$ cat config.mk
export PLATFORM = sky130hd
export DESIGN_NAME = twi_seven_segment_frame_sequencer_flat
export DESIGN_NICKNAME = d
export VERILOG_FILES = /design/src/hw/rtl/tssfs_pkg.sv /design/src/hw/rtl/tssfs_in_if.sv /design/src/hw/rtl/tssfs_out_if.sv /design/src/hw/rtl/tssfs_counter.sv /design/src/hw/rtl/tssfs_frame_ctl.sv /design/src/hw/rtl/twi_seven_segment_frame_sequencer.sv /design/src/flat_wrapper.sv
export VERILOG_INCLUDE_DIRS = /design/src /design/src/hw/rtl
export SDC_FILE = /design/constraint.sdc
export NUM_CORES = 1
export LEC_CHECK = 0
export BUFFER_PORTS_ARGS = -buffer_cell sky130_fd_sc_hd__buf_4
export CORE_MARGIN = 8
export CORE_UTILIZATION = 40
export CTS_CLUSTER_DIAMETER = 150
export DETAILED_ROUTE_END_ITERATION = 10
export PLACE_DENSITY = 0.68
export SKIP_LAST_GASP = 1
export SLEW_MARGIN = 20
export SYNTH_ARGS = -nofsm -noshare
export SYNTH_HDL_FRONTEND = slang
export SYNTH_SLANG_ARGS = --single-unit
$ cat constraint.sdc
create_clock -name clk_i -period 3.2 [get_ports clk_i]
set_input_delay 0.64 -clock clk_i [delete_from_list [all_inputs] [get_ports clk_i]]
set_output_delay 0.64 -clock clk_i [all_outputs]
set_load 0.03 [all_outputs]
$ cat src/hw/rtl/assert_macros.svh
// ----------------------------------------------------------------------------
// Assertion macros
// Shared helpers for concurrent assertions clocked on clk_i.
// ----------------------------------------------------------------------------
`ifndef ASSERT_MACROS_SVH
`define ASSERT_MACROS_SVH

// Checked only while rst_ni is high.
`define TSSFS_ASSERT(lbl, prop, msg) \
  lbl: assert property (@(posedge clk_i) disable iff (!rst_ni) prop) else $error(msg);

// Checked at every rising clock edge, reset included.
`define TSSFS_ASSERT_ALWAYS(lbl, prop, msg) \
  lbl: assert property (@(posedge clk_i) prop) else $error(msg);

`endif

$ cat src/hw/rtl/tssfs_pkg.sv
// ----------------------------------------------------------------------------
// Seven-segment frame sequencer package
// Types, bus status codes, command codes and the segment table.
// ----------------------------------------------------------------------------
`default_nettype none

package tssfs_pkg;

  localparam int unsigned DigitW   = 4;
  localparam int unsigned ByteW    = 8;
  localparam int unsigned UsedW    = 3;
  localparam int unsigned CfgIdxW  = 2;
  localparam int unsigned CfgDataW = 8;

  typedef enum logic [1:0] {
    CMD_NONE  = 2'd0,
    CMD_SEND  = 2'd1,
    CMD_STOP  = 2'd2,
    CMD_START = 2'd3
  } cmd_e;

  localparam logic [CfgIdxW-1:0] REG_DEVICE_ADDRESS    = 2'd0;
  localparam logic [CfgIdxW-1:0] REG_INSTRUCTION_VALUE = 2'd1;
  localparam logic [CfgIdxW-1:0] REG_CONTROL_VALUE     = 2'd2;
  localparam logic [CfgIdxW-1:0] REG_DIGITS_IN_USE     = 2'd3;

  localparam logic [ByteW-1:0] RST_DEVICE_ADDRESS    = 8'h70;
  localparam logic [ByteW-1:0] RST_INSTRUCTION_VALUE = 8'h00;
  localparam logic [ByteW-1:0] RST_CONTROL_VALUE     = 8'h47;
  localparam logic [UsedW-1:0] RST_DIGITS_IN_USE     = 3'd4;

  localparam logic [ByteW-1:0] STATUS_MASK  = 8'hF8;
  localparam logic [ByteW-1:0] ST_START     = 8'h08;
  localparam logic [ByteW-1:0] ST_RSTART    = 8'h10;
  localparam logic [ByteW-1:0] ST_ADDR_ACK  = 8'h18;
  localparam logic [ByteW-1:0] ST_ADDR_NACK = 8'h20;
  localparam logic [ByteW-1:0] ST_DATA_ACK  = 8'h28;
  localparam logic [ByteW-1:0] ST_DATA_NACK = 8'h30;
  localparam logic [ByteW-1:0] ST_ARB_LOST  = 8'h38;

  localparam logic ACTION_TICK = 1'b0;

  typedef struct packed {
    logic             action;
    logic [ByteW-1:0] bus_status;
  } item_t;

  typedef struct packed {
    cmd_e             command;
    logic [ByteW-1:0] tx_byte;
  } res_t;

  typedef struct packed {
    logic [ByteW-1:0] device_address;
    logic [ByteW-1:0] instruction_value;
    logic [ByteW-1:0] control_value;
    logic [UsedW-1:0] digits_in_use;
  } cfg_t;

  function automatic logic [ByteW-1:0] seg_code(input logic [DigitW-1:0] digit);
    logic [ByteW-1:0] code;
    case (digit)
      4'd0:    code = 8'h3F;
      4'd1:    code = 8'h06;
      4'd2:    code = 8'h5B;
      4'd3:    code = 8'h4F;
      4'd4:    code = 8'h66;
      4'd5:    code = 8'h6D;
      4'd6:    code = 8'h7D;
      4'd7:    code = 8'h07;
      4'd8:    code = 8'h7F;
      4'd9:    code = 8'h6F;
      default: code = 8'h00;
    endcase
    return code;
  endfunction

endpackage

`default_nettype wire

$ cat src/hw/rtl/tssfs_in_if.sv
// ----------------------------------------------------------------------------
// Event channel
// Carries one tick or bus status item with a valid/ready handshake.
// ----------------------------------------------------------------------------
`default_nettype none

interface tssfs_in_if;
  logic       valid;
  logic       ready;
  logic       action;
  logic [7:0] bus_status;

  modport source (output valid, action, bus_status, input ready);
  modport sink (input valid, action, bus_status, output ready);
endinterface

`default_nettype wire

$ cat src/hw/rtl/tssfs_out_if.sv
// ----------------------------------------------------------------------------
// Command channel
// Carries one bus command and its byte with a valid/ready handshake.
// ----------------------------------------------------------------------------
`default_nettype none

interface tssfs_out_if;
  logic       valid;
  logic       ready;
  logic [1:0] command;
  logic [7:0] tx_byte;

  modport source (output valid, command, tx_byte, input ready);
  modport sink (input valid, command, tx_byte, output ready);
endinterface

`default_nettype wire

$ cat src/hw/rtl/tssfs_counter.sv
// ----------------------------------------------------------------------------
// Decimal display counter
// Holds the display digits and advances them by one with decimal carry.
// ----------------------------------------------------------------------------
`default_nettype none
`include "assert_macros.svh"

module tssfs_counter
  import tssfs_pkg::*;
#(
  parameter int unsigned DIGIT_COUNT = 4
) (
  input  wire logic                                clk_i,
  input  wire logic                                rst_ni,
  input  wire logic                                adv_i,
  output logic       [DIGIT_COUNT-1:0][DigitW-1:0] digits_o
);

  logic [DIGIT_COUNT-1:0][DigitW-1:0] digits_q;
  logic [DIGIT_COUNT-1:0][DigitW-1:0] digits_d;

  // Digit zero is the most significant one; the carry enters at the last.
  always_comb begin
    logic carry;
    carry    = 1'b1;
    digits_d = digits_q;
    for (int k = DIGIT_COUNT - 1; k >= 0; k--) begin
      if (carry) begin
        if (digits_q[k] >= DigitW'(9)) begin
          digits_d[k] = '0;
        end else begin
          digits_d[k] = digits_q[k] + DigitW'(1);
          carry       = 1'b0;
        end
      end
    end
  end

  always_ff @(posedge clk_i or negedge rst_ni) begin
    if (!rst_ni) begin
      digits_q <= '0;
    end else if (adv_i) begin
      digits_q <= digits_d;
    end
  end

  assign digits_o = digits_q;

  for (genvar g = 0; g < DIGIT_COUNT; g++) begin : g_chk
    `TSSFS_ASSERT_ALWAYS(a_digit_decimal, digits_q[g] <= DigitW'(9), "digit above nine")
  end
  `TSSFS_ASSERT(a_hold_without_tick, !adv_i |=> $stable(digits_q), "digits moved without a tick")

endmodule

`default_nettype wire

$ cat src/hw/rtl/tssfs_frame_ctl.sv
// ----------------------------------------------------------------------------
// Frame control
// Decodes one event into a bus command and byte and tracks the frame position.
// ----------------------------------------------------------------------------
`default_nettype none
`include "assert_macros.svh"

module tssfs_frame_ctl
  import tssfs_pkg::*;
#(
  parameter int unsigned DIGIT_COUNT = 4
) (
  input  wire logic                                clk_i,
  input  wire logic                                rst_ni,
  input  wire item_t                               item_i,
  input  wire logic                                upd_i,
  input  wire cfg_t                                cfg_i,
  input  wire logic  [DIGIT_COUNT-1:0][DigitW-1:0] digits_i,
  output res_t                                     res_o
);

  localparam int unsigned IdxBits = $clog2(DIGIT_COUNT + 2);
  localparam int unsigned IdxW    = (IdxBits > UsedW) ? IdxBits : UsedW;

  logic [IdxW-1:0]   idx_q;
  logic [IdxW-1:0]   idx_d;
  logic [IdxW-1:0]   used;
  logic [IdxW-1:0]   idx_m1;
  logic [DigitW-1:0] digit_sel;

  assign used = (IdxW'(cfg_i.digits_in_use) > IdxW'(DIGIT_COUNT)) ?
                IdxW'(DIGIT_COUNT) : IdxW'(cfg_i.digits_in_use);
  assign idx_m1 = idx_q - IdxW'(1);

  always_comb begin
    digit_sel = '0;
    for (int k = 0; k < DIGIT_COUNT; k++) begin
      if (idx_m1 == IdxW'(k)) begin
        digit_sel = digits_i[k];
      end
    end
  end

  always_comb begin
    idx_d         = idx_q;
    res_o.command = CMD_NONE;
    res_o.tx_byte = '0;
    if (item_i.action == ACTION_TICK) begin
      res_o.command = CMD_START;
    end else begin
      case (item_i.bus_status & STATUS_MASK)
        ST_START: begin
          res_o.command = CMD_SEND;
          res_o.tx_byte = cfg_i.device_address;
        end
        ST_RSTART: begin
          idx_d         = '0;
          res_o.command = CMD_SEND;
          res_o.tx_byte = cfg_i.device_address;
        end
        ST_ADDR_ACK, ST_ADDR_NACK: begin
          res_o.command = CMD_SEND;
          res_o.tx_byte = cfg_i.instruction_value;
        end
        ST_DATA_ACK: begin
          if (idx_q == '0) begin
            idx_d         = IdxW'(1);
            res_o.command = CMD_SEND;
            res_o.tx_byte = cfg_i.control_value;
          end else if (idx_q <= used) begin
            idx_d         = idx_q + IdxW'(1);
            res_o.command = CMD_SEND;
            res_o.tx_byte = seg_code(digit_sel);
          end else begin
            idx_d         = '0;
            res_o.command = CMD_STOP;
          end
        end
        ST_DATA_NACK, ST_ARB_LOST: begin
          idx_d         = '0;
          res_o.command = CMD_START;
        end
        default: begin
          idx_d = idx_q;
        end
      endcase
    end
  end

  always_ff @(posedge clk_i or negedge rst_ni) begin
    if (!rst_ni) begin
      idx_q <= '0;
    end else if (upd_i) begin
      idx_q <= idx_d;
    end
  end

  `TSSFS_ASSERT_ALWAYS(a_idx_range, idx_q <= IdxW'(DIGIT_COUNT + 1), "frame position out of range")
  `TSSFS_ASSERT(a_stop_clears, (upd_i && res_o.command == CMD_STOP) |=> idx_q == '0, "stop kept position")

endmodule

`default_nettype wire

$ cat src/hw/rtl/twi_seven_segment_frame_sequencer.sv
// ----------------------------------------------------------------------------
// Seven-segment frame sequencer
// Two-wire master sequencer that sends a decimal counter to a display driver.
// ----------------------------------------------------------------------------
// The block takes one item per clock cycle, back to back, while the command
// side keeps up, and gives exactly one command item for each. An accepted item
// sits in an input register, where a combinational decode produces its command
// and updates the frame position and counter, and the command then waits in an
// output register, from which it is offered. The output register lets a new
// item enter while an earlier command is still waiting to be taken; a stall
// on the command side holds the input side only once both registers are full.
`default_nettype none
`include "assert_macros.svh"

module twi_seven_segment_frame_sequencer
  import tssfs_pkg::*;
#(
  parameter int unsigned DIGIT_COUNT = 4
) (
  input  wire logic                clk_i,
  input  wire logic                rst_ni,
  input  wire logic                cfg_we_i,
  input  wire logic [CfgIdxW-1:0]  cfg_idx_i,
  input  wire logic [CfgDataW-1:0] cfg_data_i,
  tssfs_in_if.sink                 in_i,
  tssfs_out_if.source              out_o
);

  cfg_t  cfg_q;
  item_t item_q;
  logic  item_vld_q;
  res_t  res_q;
  logic  res_vld_q;
  res_t  res_d;
  logic  adv;
  logic  in_ready;
  logic  in_fire;
  logic  full_stall;
  logic  [DIGIT_COUNT-1:0][DigitW-1:0] digits;

  assign adv        = item_vld_q && (!res_vld_q || out_o.ready);
  assign in_ready   = !item_vld_q || adv;
  assign in_fire    = in_i.valid && in_ready;
  assign full_stall = item_vld_q && res_vld_q && !out_o.ready;

  always_ff @(posedge clk_i or negedge rst_ni) begin
    if (!rst_ni) begin
      cfg_q.device_address    <= RST_DEVICE_ADDRESS;
      cfg_q.instruction_value <= RST_INSTRUCTION_VALUE;
      cfg_q.control_value     <= RST_CONTROL_VALUE;
      cfg_q.digits_in_use     <= RST_DIGITS_IN_USE;
    end else if (cfg_we_i) begin
      case (cfg_idx_i)
        REG_DEVICE_ADDRESS:    cfg_q.device_address    <= cfg_data_i;
        REG_INSTRUCTION_VALUE: cfg_q.instruction_value <= cfg_data_i;
        REG_CONTROL_VALUE:     cfg_q.control_value     <= cfg_data_i;
        REG_DIGITS_IN_USE:     cfg_q.digits_in_use     <= cfg_data_i[UsedW-1:0];
        default: begin
          cfg_q <= cfg_q;
        end
      endcase
    end
  end

  always_ff @(posedge clk_i or negedge rst_ni) begin
    if (!rst_ni) begin
      item_vld_q <= 1'b0;
      res_vld_q  <= 1'b0;
    end else begin
      if (in_fire) begin
        item_vld_q <= 1'b1;
      end else if (adv) begin
        item_vld_q <= 1'b0;
      end
      if (adv) begin
        res_vld_q <= 1'b1;
      end else if (out_o.ready) begin
        res_vld_q <= 1'b0;
      end
    end
  end

  always_ff @(posedge clk_i) begin
    if (in_fire) begin
      item_q.action     <= in_i.action;
      item_q.bus_status <= in_i.bus_status;
    end
    if (adv) begin
      res_q <= res_d;
    end
  end

  tssfs_counter #(
    .DIGIT_COUNT(DIGIT_COUNT)
  ) u_counter (
    .clk_i,
    .rst_ni,
    .adv_i    (adv && (item_q.action == ACTION_TICK)),
    .digits_o (digits)
  );

  tssfs_frame_ctl #(
    .DIGIT_COUNT(DIGIT_COUNT)
  ) u_frame_ctl (
    .clk_i,
    .rst_ni,
    .item_i   (item_q),
    .upd_i    (adv && (item_q.action != ACTION_TICK)),
    .cfg_i    (cfg_q),
    .digits_i (digits),
    .res_o    (res_d)
  );

  assign in_i.ready    = in_ready;
  assign out_o.valid   = res_vld_q;
  assign out_o.command = res_q.command;
  assign out_o.tx_byte = res_q.tx_byte;

  `TSSFS_ASSERT(a_full_blocks_input, full_stall |-> !in_ready, "input taken while full")
  `TSSFS_ASSERT(a_advance_fills_output, adv |=> res_vld_q, "decoded item not held for output")

endmodule

`default_nettype wire

$ cat src/flat_wrapper.sv
// flat-port wrapper written by rule: the top's interface ports become plain ports
module twi_seven_segment_frame_sequencer_flat import tssfs_pkg::*;
#(
  parameter int unsigned DIGIT_COUNT = 4
)
  (clk_i, rst_ni, cfg_we_i, cfg_idx_i, cfg_data_i, in_i_valid, in_i_action, in_i_bus_status, in_i_ready, out_o_valid, out_o_command, out_o_tx_byte, out_o_ready);
  tssfs_in_if in_i_i ();
  tssfs_out_if out_o_i ();
  input  wire logic clk_i;
  input  wire logic rst_ni;
  input  wire logic cfg_we_i;
  input  wire logic [CfgIdxW-1:0] cfg_idx_i;
  input  wire logic [CfgDataW-1:0] cfg_data_i;
  input wire logic [$bits(in_i_i.valid)-1:0] in_i_valid;
  input wire logic [$bits(in_i_i.action)-1:0] in_i_action;
  input wire logic [$bits(in_i_i.bus_status)-1:0] in_i_bus_status;
  output wire logic [$bits(in_i_i.ready)-1:0] in_i_ready;
  output wire logic [$bits(out_o_i.valid)-1:0] out_o_valid;
  output wire logic [$bits(out_o_i.command)-1:0] out_o_command;
  output wire logic [$bits(out_o_i.tx_byte)-1:0] out_o_tx_byte;
  input wire logic [$bits(out_o_i.ready)-1:0] out_o_ready;
  assign in_i_i.valid = in_i_valid;
  assign in_i_i.action = in_i_action;
  assign in_i_i.bus_status = in_i_bus_status;
  assign in_i_ready = in_i_i.ready;
  assign out_o_valid = out_o_i.valid;
  assign out_o_command = out_o_i.command;
  assign out_o_tx_byte = out_o_i.tx_byte;
  assign out_o_i.ready = out_o_ready;
  twi_seven_segment_frame_sequencer #(.DIGIT_COUNT(DIGIT_COUNT)) u_core (.clk_i(clk_i), .rst_ni(rst_ni), .cfg_we_i(cfg_we_i), .cfg_idx_i(cfg_idx_i), .cfg_data_i(cfg_data_i), .in_i(in_i_i), .out_o(out_o_i));
endmodule
# Word level (Yosys, flattened, before mapping)
# Memories as Yosys holds them, arrays and structs flattened.
# Index checks and enable logic that the tools add are counted.
# op_classes
n_eq_ne	13
mul	0
div	0
shift	0
order_cmp	6
reduce_logical	27
addsub	6
muxes	26
n_bitwise	1
# ops
cell	count
$mux W4	8
$pmux W8 S3	1
$eq A5 B3 Y1 const B	4
$add A4 B1 Y4 const B	4
$ge A4 B4 Y1 const B	4
$reduce_and A2 Y1	7
$eq A5 B2 Y1 const B	2
$mux W10	1
$mux W1	9
$mux W3	3
$mux W8	1
$eq A3 B2 Y1 const B	2
$logic_not A3 Y1	2
$pmux W2 S3	1
$pmux W3 S2	1
$reduce_bool A2 Y1	3
$reduce_or A2 Y1	3
$eq A5 B1 Y1 const B	1
$eq A2 B2 Y1 const B	2
$logic_and A1 B1 Y1	4
$reduce_or A4 Y1	1
$add A3 B1 Y3 const B	1
$eq A3 B1 Y1 const B	1
$gt A3 B3 Y1 const B	1
10 further kinds	12
# totals
mem_bits_rw	0
memories	1
regBits	67
latch_bits	0
elab_cells	95
mem_bits_ro	112
# mem_list
name	depth	word_bits	read_ports	rd_clocked_by_memory_dff	wr	line	rtl
(no name shown)	16	7	1	0	0	tssfs_pkg.sv:62	case (digit)

# Longest topological paths before layout
# Gate-level depths: netlist of run 1.
# An unclocked memory read counts as a cell.
# depth
word_depth	10
depth_mapped	12

# Modules after synthesis
# Synthesis of run 1 repeated with hierarchy kept, for this count alone.
# unflattened
cells_unflattened	347
hier_area_um2	3883.7
# modules_own_cells
module	area_each_um2	cells_per_inst	instances
twi_seven_segment_frame_sequencer	1710.4	88	1
tssfs_frame_ctl	1192.4	162	1
tssfs_counter	980.9	97	1

# Worst setup path after synthesis of run 1
# No wires, ideal clock.
# synth_timing
path_type	reg-to-reg
startpoint	register u_core.u_frame_ctl.idx_q[0]
endpoint	register u_core.res_q, in the netlist u_core.out_o.tx_byte[0], data pin
path_slack_ps	633
setup_ps	152
path_buffers	1
synth_period_minus_slack_ps	2567
arrival_ps	2415
stages_incl_launch_ff	12
path_cell_list	dfrtp_1 > inv_1 > ha_1 > buf_2 > nor2_2 > a311oi_2 > and2_1 > inv_1 > ha_1 > nor2b_1 > a2111o_1 > a31oi_1
# synth_via
elab_chain_len	10
elab_cells_between_ends	15
classes_between	add/sub (1); order compare (1); eq/ne (3); mux (7); reduce/logical (2); memory (1)
# synth_lines
item	line	rtl
start: declaration	tssfs_frame_ctl.sv:25	logic [IdxW-1:0] idx_q;
start signal: assignment	tssfs_frame_ctl.sv:94	idx_q <= idx_d;
$sub A3 B1 Y3	tssfs_frame_ctl.sv:33	assign idx_m1 = idx_q - IdxW'(1);
$logic_not A3 Y1	tssfs_frame_ctl.sv:38	if (idx_m1 == IdxW'(k)) begin
$mux W4 (4 in a row)	tssfs_frame_ctl.sv:38	
$mem_v2 Z16 W7	-	
$mux W8	tssfs_frame_ctl.sv:70	end else if (idx_q <= used) begin
$mux W10 (*)	tssfs_frame_ctl.sv:66	if (idx_q == '0) begin
$pmux W8 S3 (*)	tssfs_frame_ctl.sv:51	case (item_i.bus_status & STATUS_MASK)
end signal: assignment	twi_seven_segment_frame_sequencer.sv:89	res_q <= res_d;
end: declaration	twi_seven_segment_frame_sequencer.sv:32	res_t res_q;
# Mark *: on every way between the ends. The rest lies on a longest branch, timed or not.
# A chain may end at the register's enable or synchronous reset.

# Worst setup path in the final report of run 1
# layout_timing
startpoint	register u_core.u_frame_ctl.idx_q[0]
endpoint	register u_core.res_q, in the netlist u_core.out_o.tx_byte[3], data pin
# Same word-level chain as after synthesis.

==> metrics.md, run 1 <==
| Metric | Value |
|---|---|
| Share of power burned in registers | 39.9% |
| Yosys warnings | 0 |
| Max Freq | 0.350 GHz |
| Initial Utilization | 40.5% |
| N_diodes | 0 |
| Leak pwr | 1.80 nW |
| Internal cell power | 1.81 mW |
| Setup Crit Path Kind | reg -> reg |
| Arrival time of the worst setup path | 3.05 ns |
| Pwr Density | 648 nW/µm² |
| Num CTS Buffers | 9 |
| Pin count of the biggest net entering global routing | 49 |
| CP Max Fanout | 8 |
| Post-synthesis simple-gate area fraction | 15.6% |
| Overall routing resource usage | 12.5% |
| Setup Viol. Count Final | 0 |
| Layout Utilization | 46.8% |
| CTS tree | done |
| 1st-iter DRT viols | 93 |
| Asr flop ratio synth | 75.0% |
| Die Wd | 112 µm |
| Antenna Nets Post-Route | 0 |
| Flops & latches, synth | 64 |
| Post-synthesis mux area share | 8.56% |
| Worst-path clk slew | 0.07 ns |
| Detail Placement HPWL | about 5400 µm |
| Met2 WL post-DR | 3550 µm |
| Critical Path Source Type | flop |
| First-pass GRT wire length | 12700 µm |
| EDFF count, synth | 16 |
| Leading post-synthesis cells by cell area | dfrtp_1 27%, edfxtp_1 13%, ha_1 9.2% |
| RSZ-0062 raised after global routing | no |
| Peak VDD IR | 321 µV |
| Minimum clock period | 2.86 ns |
| Vias in the first global route | 2664 |
| Max-cap violation count | 0 |
| Hold_ws | between 0.3 and 0.4 ns |
| Layout Area Growth over Synthesis | 15.8% |
| Die footprint | around 12000 µm² |
| Max_slew headroom | a little over a third |
| Final instance area | approximately 4200 µm² |
| Critical Path End Type | flop |
| Die span in y | 112 µm |
| Period Utilization, post-route | about 89% |
| Mapped Area | 3670 µm² |
| Final wirelength | 7300 µm |
| Most common cell in the netlist | dfrtp_1 |
| Worst min path class | in -> async |
| Slowest stage cell, crit path | dfrtp_1 |
| Syn Nets | 376 |
| Endpoints failing hold | 0 |
| Run status | complete, no violations |
| Top layer in use | met4 |
| Synth Flop Type | dfrtp_1 |
| Metal3 WL | 284 µm |
| Ports | 36 |
| Post-CTS setup buffers | 0 |
| # H-tree levels | 3 |
| RePlAce Congestion | 0.780 |
| Post-Synth Adder-Cell Area | 9.21% |
| Clk buf depth | 2 |
| Post-Syn Area per Cell | 11.3 µm² |
| Final Net Count | 415 |
| Mean routed wirelength per cell | around 15 µm |
| Initial antenna violation count | 0 |
| Final-report max-slew violation count | 0 |
| WP data required | 3.39 ns |
| Share of Yosys cell area claimed by the top area cell type | 27.3% |
| Synth Area in XOR/XNOR | under 10% |
| Synth top cells by count | 40 x dfrtp_1, 27 x ha_1, 27 x mux2_2, 24 x nand2_1, 21 x inv_1 |
| Sw frac | about a third |
| Core ar. | about 9000 µm² |
| PostCTS Resize Cnt | 0 |
| Worst path max stage delay | 0.46 ns |
| FP Rows | 35 |
| Comb pwr share | 32.7% |
| Buf/Inv on CP | 2 |
| CTS sink count | 64 |
| Switch Pwr | 0.940 mW |
| Netlist cell types | 62 |
| Compound-Gate Fraction of Synth Area | 14.6% |
| Met1 WL | between 3000 and 4000 µm |
| Seq/Total Area, Yosys | ~46% |
| Hold-fix buffers at CTS | 0 |
| Post-Place Cell Area | 4030 µm² |
| Final TNS setup | 0 ns |
| Clk pwr share | 27.4% |
| Combinational family with the most area after synthesis | simple AND/OR/NAND/NOR gates |
| Flop-to-flop setup slack | 0.34 ns |
| Fin Clk Skew | 0.00532 ns |
| Setup WS post-layout | 0.344 ns |
| Worst path cell trace | inv_1 > ha_1 > nand3b_1 > a311oi_2 > and2_1 > inv_1 > ha_1 > nor2b_1 > a2111o_1 > a31oi_1 |
| Layout cells sized above 1 | between 20% and 30% |
| Drt first pass iters | 4 |
| # DRC | 0 |
| Post-Synthesis Cells | 325 |
| Via count | ~2600 |
| Worst R2R Start | u_core.u_frame_ctl.idx_q[0] |
| CP delay by family, top | compound AO/OA/AOI/OAI gates |
| Root Buffer | clkbuf_8 |
| Tightest Pin Transition | 0.957 ns |
| Via-to-Cell Ratio | 5.36 |
| Area leader, netlist | dfrtp_1 |
| Place WS | 0.357 ns |
| Critical Path Start | u_core.u_frame_ctl.idx_q[0] |
| Clk_lat worst skew | 0.34 ns |
| Total grt overflow | 0 |
| # port buffers | 32 |
## worst reg2reg max path: stages, from the launching register on
cell,delay (ns)
dfrtp_1,0.46
inv_1,0.13
ha_1,0.30
nand3b_1,0.21
a311oi_2,0.32
and2_1,0.26
inv_1,0.12
ha_1,0.20
nor2b_1,0.14
a2111o_1,0.41
a31oi_1,0.17
## registers in the layout (all words and copies together) (netlist names)
name	flops
u_core.cfg_q	27
u_core.u_counter.digits_o	16
u_core.out_o.tx_byte	8
u_core.item_q	6
u_core.u_frame_ctl.idx_q	3
u_core.out_o.command	2
u_core.item_vld_q	1
u_core.out_o.valid	1
## path summary, 6_finish.rpt
kind / depth (start not counted) / to
worst max register to register: 10 / u_core.out_o.tx_byte[3]
worst max-delay path: 10 / u_core.out_o.tx_byte[3]
max in group asynchronous: 1 / u_core.cfg_q[8]
worst min register to register: 1 / u_core.cfg_q[0]
min in group clk_i: 1 / u_core.item_q[4]
worst min-delay path: 1 / u_core.u_counter.digits_o[9]
## cell usage in the layout, fill, tap and decap left out, types with 3 or more instances in the layout
cell	Yosys	final
clkbuf_8	0	9
or3_1	3	3
edfxtp_1	16	16
mux2_2	27	27
o21ai_0	12	12
nor3_1	4	4
nand3_1	11	11
dfstp_2	8	8
nor2b_1	8	8
nand2_1	24	24
nand3b_1	6	6
nand2b_1	4	4
o31ai_1	3	3
xor2_1	4	4
inv_1	21	21
buf_4	1	35
a21oi_1	10	10
and2_1	6	6
a22o_1	7	7
a31oi_1	5	5
dfrtp_1	40	40
o21ai_1	6	6
nor2_1	13	13
ha_1	27	27
xnor2_1	4	4
a41oi_1	5	5
## metrics by stage
stage          power, mW  std cells
6_report            2.75        480
5_1_grt             2.94        480
4_1_cts             2.78        480
3_5_place_dp        2.01        464
3_3_place_gp        1.98        464
2_1_floorplan       1.78        325
## kinds of logic (layout without fill, tap and decap cells)
kind of cell	count (synthesis)	after routing
AOI/OAI and AO/OA	70	70
xor gates and xnor gates	9	9
adders and majority gates	27	27
buffers and inverters	29	73
DFF	64	64
muxes	28	28
and+or+nand+nor	98	98
## power by group through the flow
stage | registers (mW) | clock network [mW] | logic [mW]
2_1_floorplan | 1.10 | 0 | 0.681
3_3_place_gp | 1.11 | 0 | 0.872
3_5_place_dp | 1.11 | 0 | 0.901
4_1_cts | 1.10 | 0.779 | 0.904
5_1_grt | 1.12 | 0.805 | 1.01
6_report | 1.10 | 0.753 | 0.900
## per-layer routing
metal	vias up	global-route usage, %
met5	-	0
met4	0	4.74
met3	11	3.68
met2	55	20.2
met1	1245	15.3
li1	1260	-
## area by class of cell
class / count / area [µm²]
fill: 834 / 4820
sequential: 64 / 1690
tap: 111 / 139
clock inverter: 5 / 81.3
clock buffer: 11 / 131
timing repair buffer: 35 / 263
inverter: 22 / 82.6
multi-input combinational: 232 / 1860
Note: power is estimated with default switching activity, not from simulation.
==> inputs of run 2 (changes only) <==
ABC_AREA = 1   (was default)
==> metrics.md, run 2 <==
| Metric | Value |
|---|---|
| Syn Nets | 474 (+26%) |
| Leak pwr | 1.99 nW (+11%) |
| Arrival time of the worst setup path | 2.82 ns (-0.23 ns) |
| RePlAce Congestion | 0.826 (+5.9%) |
| Worst min path class | in -> async |
| Critical Path End Type | flop |
| Met1 WL | 3540 µm (+5.2%) |
| Num CTS Buffers | 9 (unchanged) |
| Synth Flop Type | dfrtp_1 |
| Mapped Area | 3610 µm² (-1.6%) |
| Die span in y | 111 µm (-0.68%) |
| Post-Place Cell Area | 3960 µm² (-1.9%) |
| Ports | 36 (unchanged) |
| Vias in the first global route | 2866 (+7.6%) |
| Synth top cells by count | 95 x nand2_1, 64 x inv_1, 42 x o21ai_0, 40 x dfrtp_1, 33 x nand3_1 |
| Largest Register | u_core.cfg_q |
| N_diodes | 0 (unchanged) |
| CTS tree | done |
| Via-to-Cell Ratio | 4.97 (-7.2%) |
| Period Utilization, post-route | 85.2% (-4.1 points) |
| Overall routing resource usage | 12.6% (+0.14 points) |
| Setup Viol. Count Final | 0 (unchanged) |
| Via count | 2853 (+11%) |
| Total Power | 3.51 mW (+28%) |
| Setup Crit Path Kind | reg -> reg |
| Max_slew headroom | 52.9% (+17 points) |
| Area leader, netlist | dfrtp_1 |
| Seq. cell area | 1690 µm² (unchanged) |
| Minimum clock period | 2.73 ns (-0.131 ns) |
| Clk_lat worst skew | 0.35 ns (about the same) |
| Endpoints failing hold | 0 (unchanged) |
| Capture point of the worst reg-to-reg path | u_core.out_o.tx_byte[3] |
| Worst R2R Start | u_core.u_frame_ctl.idx_q[0] |
| Antenna Nets Post-Route | 0 (unchanged) |
| WP data required | 3.30 ns (-0.09 ns) |
| Met2 WL post-DR | 3650 µm (+3.0%) |
| Hold-fix buffers at CTS | 0 (unchanged) |
| EDFF count, synth | 16 (unchanged) |
| R2r worst-path depth | 18 (+8) |
| Commonest non-fill, non-tap cell in the layout | nand2_1 |
| Most common cell in the netlist | nand2_1 |
| # H-tree levels | 3 (unchanged) |
| Final Net Count | 512 (+23%) |
| CTS sink count | 64 (unchanged) |
| Detail Placement HPWL | 5520 µm (+2.8%) |
| Tightest Pin Transition | 0.703 ns (-0.254 ns) |
| Fin Clk Skew | 0.0142 ns (+0.00891 ns) |
| Drt first pass iters | 4 (unchanged) |
| Seq/Total Area, Yosys | 46.9% (+0.74 points) |
| Flop-to-flop setup slack | 0.47 ns (+0.13 ns) |
| Asr flop ratio synth | 75.0% (unchanged) |
| Post-Syn Area per Cell | 8.53 µm² (-24%) |
| Pin count of the biggest net entering global routing | 49 (unchanged) |
| Initial antenna violation count | 0 (unchanged) |
| 1st-iter DRT viols | 160 (+72%) |
| Top layer in use | met4 |
| Root Buffer | clkbuf_8 |
| Layout cells sized above 1 | 17.8% (-10 points) |
| Total grt overflow | 0 (unchanged) |
| Max-cap violation count | 0 (unchanged) |
| Max FFs per register | 27 (unchanged) |
| CP Max Fanout | 12 (+4) |
| Post-Synthesis Cells | 423 (+30%) |
| Place WS | 0.488 ns (+0.131 ns) |
| Final wirelength | 7490 µm (+2.6%) |
| Pwr Density | 844 nW/µm² (+30%) |
| Post-CTS setup buffers | 0 (unchanged) |
| Final instance area | 4160 µm² (-2.0%) |
| # DRC | 0 (unchanged) |
| Share of Yosys cell area claimed by the top area cell type | 27.7% (+0.44 points) |
| Critical Path Source Type | flop |
| # port buffers | 32 (unchanged) |
| Run status | complete, no violations |
| Final-report max-slew violation count | 0 (unchanged) |
| Footprint of the multi-input gates | 1610 µm² (-13%) |
| Hold_ws | 0.311 ns (+0.00489 ns) |
| Netlist cell types | 33 (-47%) |
| Peak VDD IR | 308 µV (-4.0%) |
| Max Freq | 0.367 GHz (+4.8%) |
| Clk buf depth | 2 (unchanged) |
| First-pass GRT wire length | 13000 µm (+3.0%) |
| Core ar. | 8720 µm² (-3.8%) |
| Initial Utilization | 41.4% (+0.94 points) |
| FP Rows | 34 (-2.9%) |
| PostCTS Resize Cnt | 0 (unchanged) |
| Worst-path clk slew | 0.08 ns (about the same) |
| Metal3 WL | 201 µm (-29%) |
| Setup WS post-layout | 0.475 ns (+0.131 ns) |
| Final TNS setup | 0 ns (unchanged) |
| RSZ-0062 raised after global routing | no |
| Leading post-synthesis cells by cell area | dfrtp_1 28%, edfxtp_1 13%, nand2_1 9.9% |
| # fillers | 825 (-1.1%) |
| Layout Area Growth over Synthesis | 15.3% |
| Mean routed wirelength per cell | 13.1 µm (-14%) |
| Most frequent cells in the layout | 95 x nand2_1, 64 x inv_1, 42 x o21ai_0 |
| Flops & latches, synth | 64 (unchanged) |
| Die Wd | 111 µm (-0.68%) |
| Die footprint | 12300 µm² (-1.3%) |
| Yosys warnings | 0 (unchanged) |
[run 2: changes by cell type after synthesis, moves of 6 or more]
cell / previous run / this run
a21oi_1: 10 / 16
inv_1: 21 / 64
mux2_2: 27 / 0
nand2_1: 24 / 95
nand2_2: 0 / 9
nand3_1: 11 / 33
nand3b_1: 6 / 0
nor2b_1: 8 / 0
o21ai_0: 12 / 42
[run 2: area by class of cell]
type | instances | area share, %
inverters | 73 | 6.62
well taps | 108 | 3.25
flip-flops and latches | 64 | 40.7
clock inverters | 6 | 1.62
clock buffers | 10 | 3.31
multi-input cells | 281 | 38.8
repair buffers | 32 | 5.77
[run 2: worst max-delay path by stage]
stage / start / to / slack (ns) / cells after the start
finish: u_core.u_frame_ctl.idx_q[0] / u_core.out_o.tx_byte[3] / 0.47 / 18
global route: u_core.u_frame_ctl.idx_q[0] / u_core.out_o.tx_byte[3] / 0.07 / 18
CTS: u_core.u_frame_ctl.idx_q[0] / u_core.out_o.tx_byte[3] / 0.47 / 18
detailed placement: u_core.u_frame_ctl.idx_q[0] / u_core.out_o.tx_byte[3] / 0.49 / 17
global placement: u_core.u_frame_ctl.idx_q[0] / u_core.out_o.tx_byte[3] / 0.53 / 18
floorplan: u_core.u_frame_ctl.idx_q[0] / u_core.out_o.tx_byte[3] / 0.73 / 19
[run 2: kinds of logic after synthesis]
family	share of synthesized area [%]
xor+xnor	0.485
compound gates	13.8
buf+inv	8.46
fa+ha+maj	9.36
flops	46.9
simple gates	21.0
[run 2: routing by layer]
metal  GRT usage, %  up-vias
met3           3.08       10
met5              0        -
met1           14.8     1344
li1               -     1455
met2           21.3       44
met4           5.50        0
[run 2: metrics by stage]
stage                     utilization (%)  cells
after floorplan                         -    423
after global placement               45.4    558
after detailed placement             45.4    558
after CTS                            47.7    574
after global routing                 47.7    574
final                                47.7    574
[run 2: power by group]
part           switching, mW  total [mW]  internal (mW)
logic                   1.03        1.57          0.541
registers              0.169        1.22           1.05
clock network          0.339       0.722          0.383
[run 2: worst max-delay path: stages (launching register included)]
cell	delay, ns
dfrtp_1	0.43
inv_1	0.15
ha_1	0.23
inv_1	0.06
nand2_2	0.06
nand2_4	0.13
nand3_1	0.08
o21ai_0	0.19
nand2_1	0.07
a22oi_1	0.23
inv_1	0.14
ha_1	0.29
inv_1	0.03
nand2_1	0.07
nand3_1	0.07
nand2_1	0.07
nand2_1	0.04
nand2_1	0.05
a21oi_1	0.05
==> inputs of run 3 (changes only) <==
clock period = 3.3 ns   (was 3.2 ns; I/O delays follow)
==> metrics.md, run 3 (same netlist as run 2, synthesis figures left out) <==
| Metric | Value |
|---|---|
| Post-CTS setup buffers | 0 (unchanged) |
| WP data required | 3.40 ns (+0.10 ns) |
| Commonest non-fill, non-tap cell in the layout | nand2_1 |
| Hold-fix buffers at CTS | 0 (unchanged) |
| Via count | 2807 (-1.6%) |
| Final wirelength | 7470 µm (-0.31%) |
| Via-to-Cell Ratio | 4.89 (-1.6%) |
| Die span in y | 111 µm (unchanged) |
| Max FFs per register | 27 (unchanged) |
| Detail Placement HPWL | 5540 µm (+0.38%) |
| Tightest Pin Transition | 0.687 ns (-0.0155 ns) |
| Max-cap violation count | 0 (unchanged) |
| Endpoints failing hold | 0 (unchanged) |
| Vias in the first global route | 2817 (-1.7%) |
| Minimum clock period | 2.73 ns (+0.00485 ns) |
| PostCTS Resize Cnt | 0 (unchanged) |
| Num CTS Buffers | 9 (unchanged) |
| Worst path max stage delay | 0.43 ns (about the same) |
| Layout Area Growth over Synthesis | 16.6% |
| Worst min path class | in -> async |
| Leak pwr | 2.02 nW (+1.2%) |
| CP Max Fanout | 12 (unchanged) |
| Most common cell on crit path | inv_1 |
| Most frequent cells in the layout | 95 x nand2_1, 64 x inv_1, 42 x o21ai_0 |
| Run status | complete, no violations |
| # DRC | 0 (unchanged) |
| CTS sink count | 64 (unchanged) |
| Largest Register | u_core.cfg_q |
| R2r worst-path depth | 18 (unchanged) |
| Clk buf depth | 2 (unchanged) |
| Max_slew headroom | 53.9% (+1.0 points) |
| Clk_lat worst skew | 0.35 ns (about the same) |
| Final Net Count | 512 (unchanged) |
| Arrival time of the worst setup path | 2.83 ns (about the same) |
| Layout cells sized above 1 | 17.8% (unchanged) |
| Final TNS setup | 0 ns (unchanged) |
| # fillers | 809 (-1.9%) |
| Fin Clk Skew | 0.0129 ns (-0.00134 ns) |
| Critical Path Source Type | flop |
| Overall routing resource usage | 12.3% (-0.28 points) |
| First-pass GRT wire length | 12800 µm (-2.0%) |
| Worst R2R Start | u_core.u_frame_ctl.idx_q[0] |
| RSZ-0062 raised after global routing | no |
| # port buffers | 32 (unchanged) |
| Die Wd | 111 µm (unchanged) |
| Root Buffer | clkbuf_8 |
| Mean routed wirelength per cell | 13.0 µm (-0.31%) |
| Setup Crit Path Kind | reg -> reg |
| FP Rows | 34 (unchanged) |
| 1st-iter DRT viols | 160 (unchanged) |
| Peak VDD IR | 319 µV (+3.7%) |
| Core ar. | 8720 µm² (unchanged) |
| # H-tree levels | 3 (unchanged) |
| Worst-path clk slew | 0.08 ns (about the same) |
| Slowest stage cell, crit path | dfrtp_1 |
| Pwr Density | 850 nW/µm² (+0.65%) |
| Pin count of the biggest net entering global routing | 49 (unchanged) |
| Final-report max-slew violation count | 0 (unchanged) |
| Max Freq | 0.366 GHz (-0.18%) |
| Critical Path End Type | flop |
| RePlAce Congestion | 0.826 (about the same) |
| Initial antenna violation count | 0 (unchanged) |
| Die footprint | 12300 µm² (unchanged) |
| N_diodes | 0 (unchanged) |
| Ports | 36 (unchanged) |
| Initial Utilization | 41.4% (unchanged) |
| Capture point of the worst reg-to-reg path | u_core.out_o.tx_byte[3] |
| Flop-to-flop setup slack | 0.57 ns (+0.10 ns) |
| Period Utilization, post-route | 82.7% (-2.4 points) |
| Hold_ws | 0.332 ns (+0.0204 ns) |
| Total grt overflow | 0 (unchanged) |
| CTS tree | done |
| Antenna Nets Post-Route | 0 (unchanged) |
| Setup Viol. Count Final | 0 (unchanged) |
| Drt first pass iters | 4 (unchanged) |
| Worst path cell trace | inv_1 > ha_1 > inv_1 > nand2_2 > nand2_4 > nand2_2 > o21ai_0 > inv_1 > a22oi_1 > inv_1 > ha_1 > inv_1 > nand2_1 > nand3_1 > nand2_1 > nand2_1 > nand2_1 > a21oi_1 |
-- run 3: worst max path at each step --
stage / from / end / slack (ns)
after floorplan: u_core.u_frame_ctl.idx_q[0] / u_core.out_o.tx_byte[3] / 0.83
after global placement: u_core.u_frame_ctl.idx_q[0] / u_core.out_o.tx_byte[3] / 0.62
after detailed placement: u_core.u_frame_ctl.idx_q[0] / u_core.out_o.tx_byte[3] / 0.56
after CTS: u_core.u_frame_ctl.idx_q[0] / u_core.out_o.tx_byte[3] / 0.55
after global routing: u_core.u_frame_ctl.idx_q[0] / u_core.out_o.tx_byte[3] / 0.31
final: u_core.u_frame_ctl.idx_q[0] / u_core.out_o.tx_byte[3] / 0.57
-- run 3: report_power, final --
part / internal [mW] / switching, mW / leakage (nW)
clock network: 0.526 / 0.325 / 0.123
registers: 1.02 / 0.162 / 0.728
logic: 0.526 / 1.02 / 1.17
-- run 3: metrics by stage --
step                worst slack [ns]  cells  area [µm²]  util, %  power [mW]
global route                   0.313    574        4210     48.2        3.88
global placement               0.624    558        3960     45.4        2.66
finish                         0.570    574        4210     48.2        3.58
floorplan                      0.831    423        3610        -        2.39
CTS                            0.551    574        4210     48.2        3.60
detailed placement             0.558    558        3960     45.4        2.73
-- run 3: final cells by class --
type                    count  area (µm²)  area share (%)
clock inverters             6         115            2.74
clock buffers              10         138            3.27
repair buffers             32         240            5.71
multi-input cells         281        1610            38.3
flip-flops and latches     64        1690            40.2
inverters                  73         275            6.54
well taps                 108         135            3.21
-- run 3: routing by layer --
| metal | vias up | wire [µm] | GRT usage [%] |
|---|---|---|---|
| li1 | 1446 | - | - |
| met1 | 1315 | 3580 | 15.1 |
| met2 | 37 | 3540 | 20.4 |
| met3 | 9 | 238 | 2.71 |
| met4 | 0 | 110 | 5.05 |
| met5 | - | 0 | 0 |
-- run 3: worst max-delay path: cells and delay by family, from the launching register on --
| family | cells | cell delay [ns] |
|---|---|---|
| fa+ha+maj | 2 | 0.53 |
| compound gates | 3 | 0.45 |
| simple gates | 8 | 0.62 |
| flops | 1 | 0.43 |
| buf+inv | 5 | 0.45 |
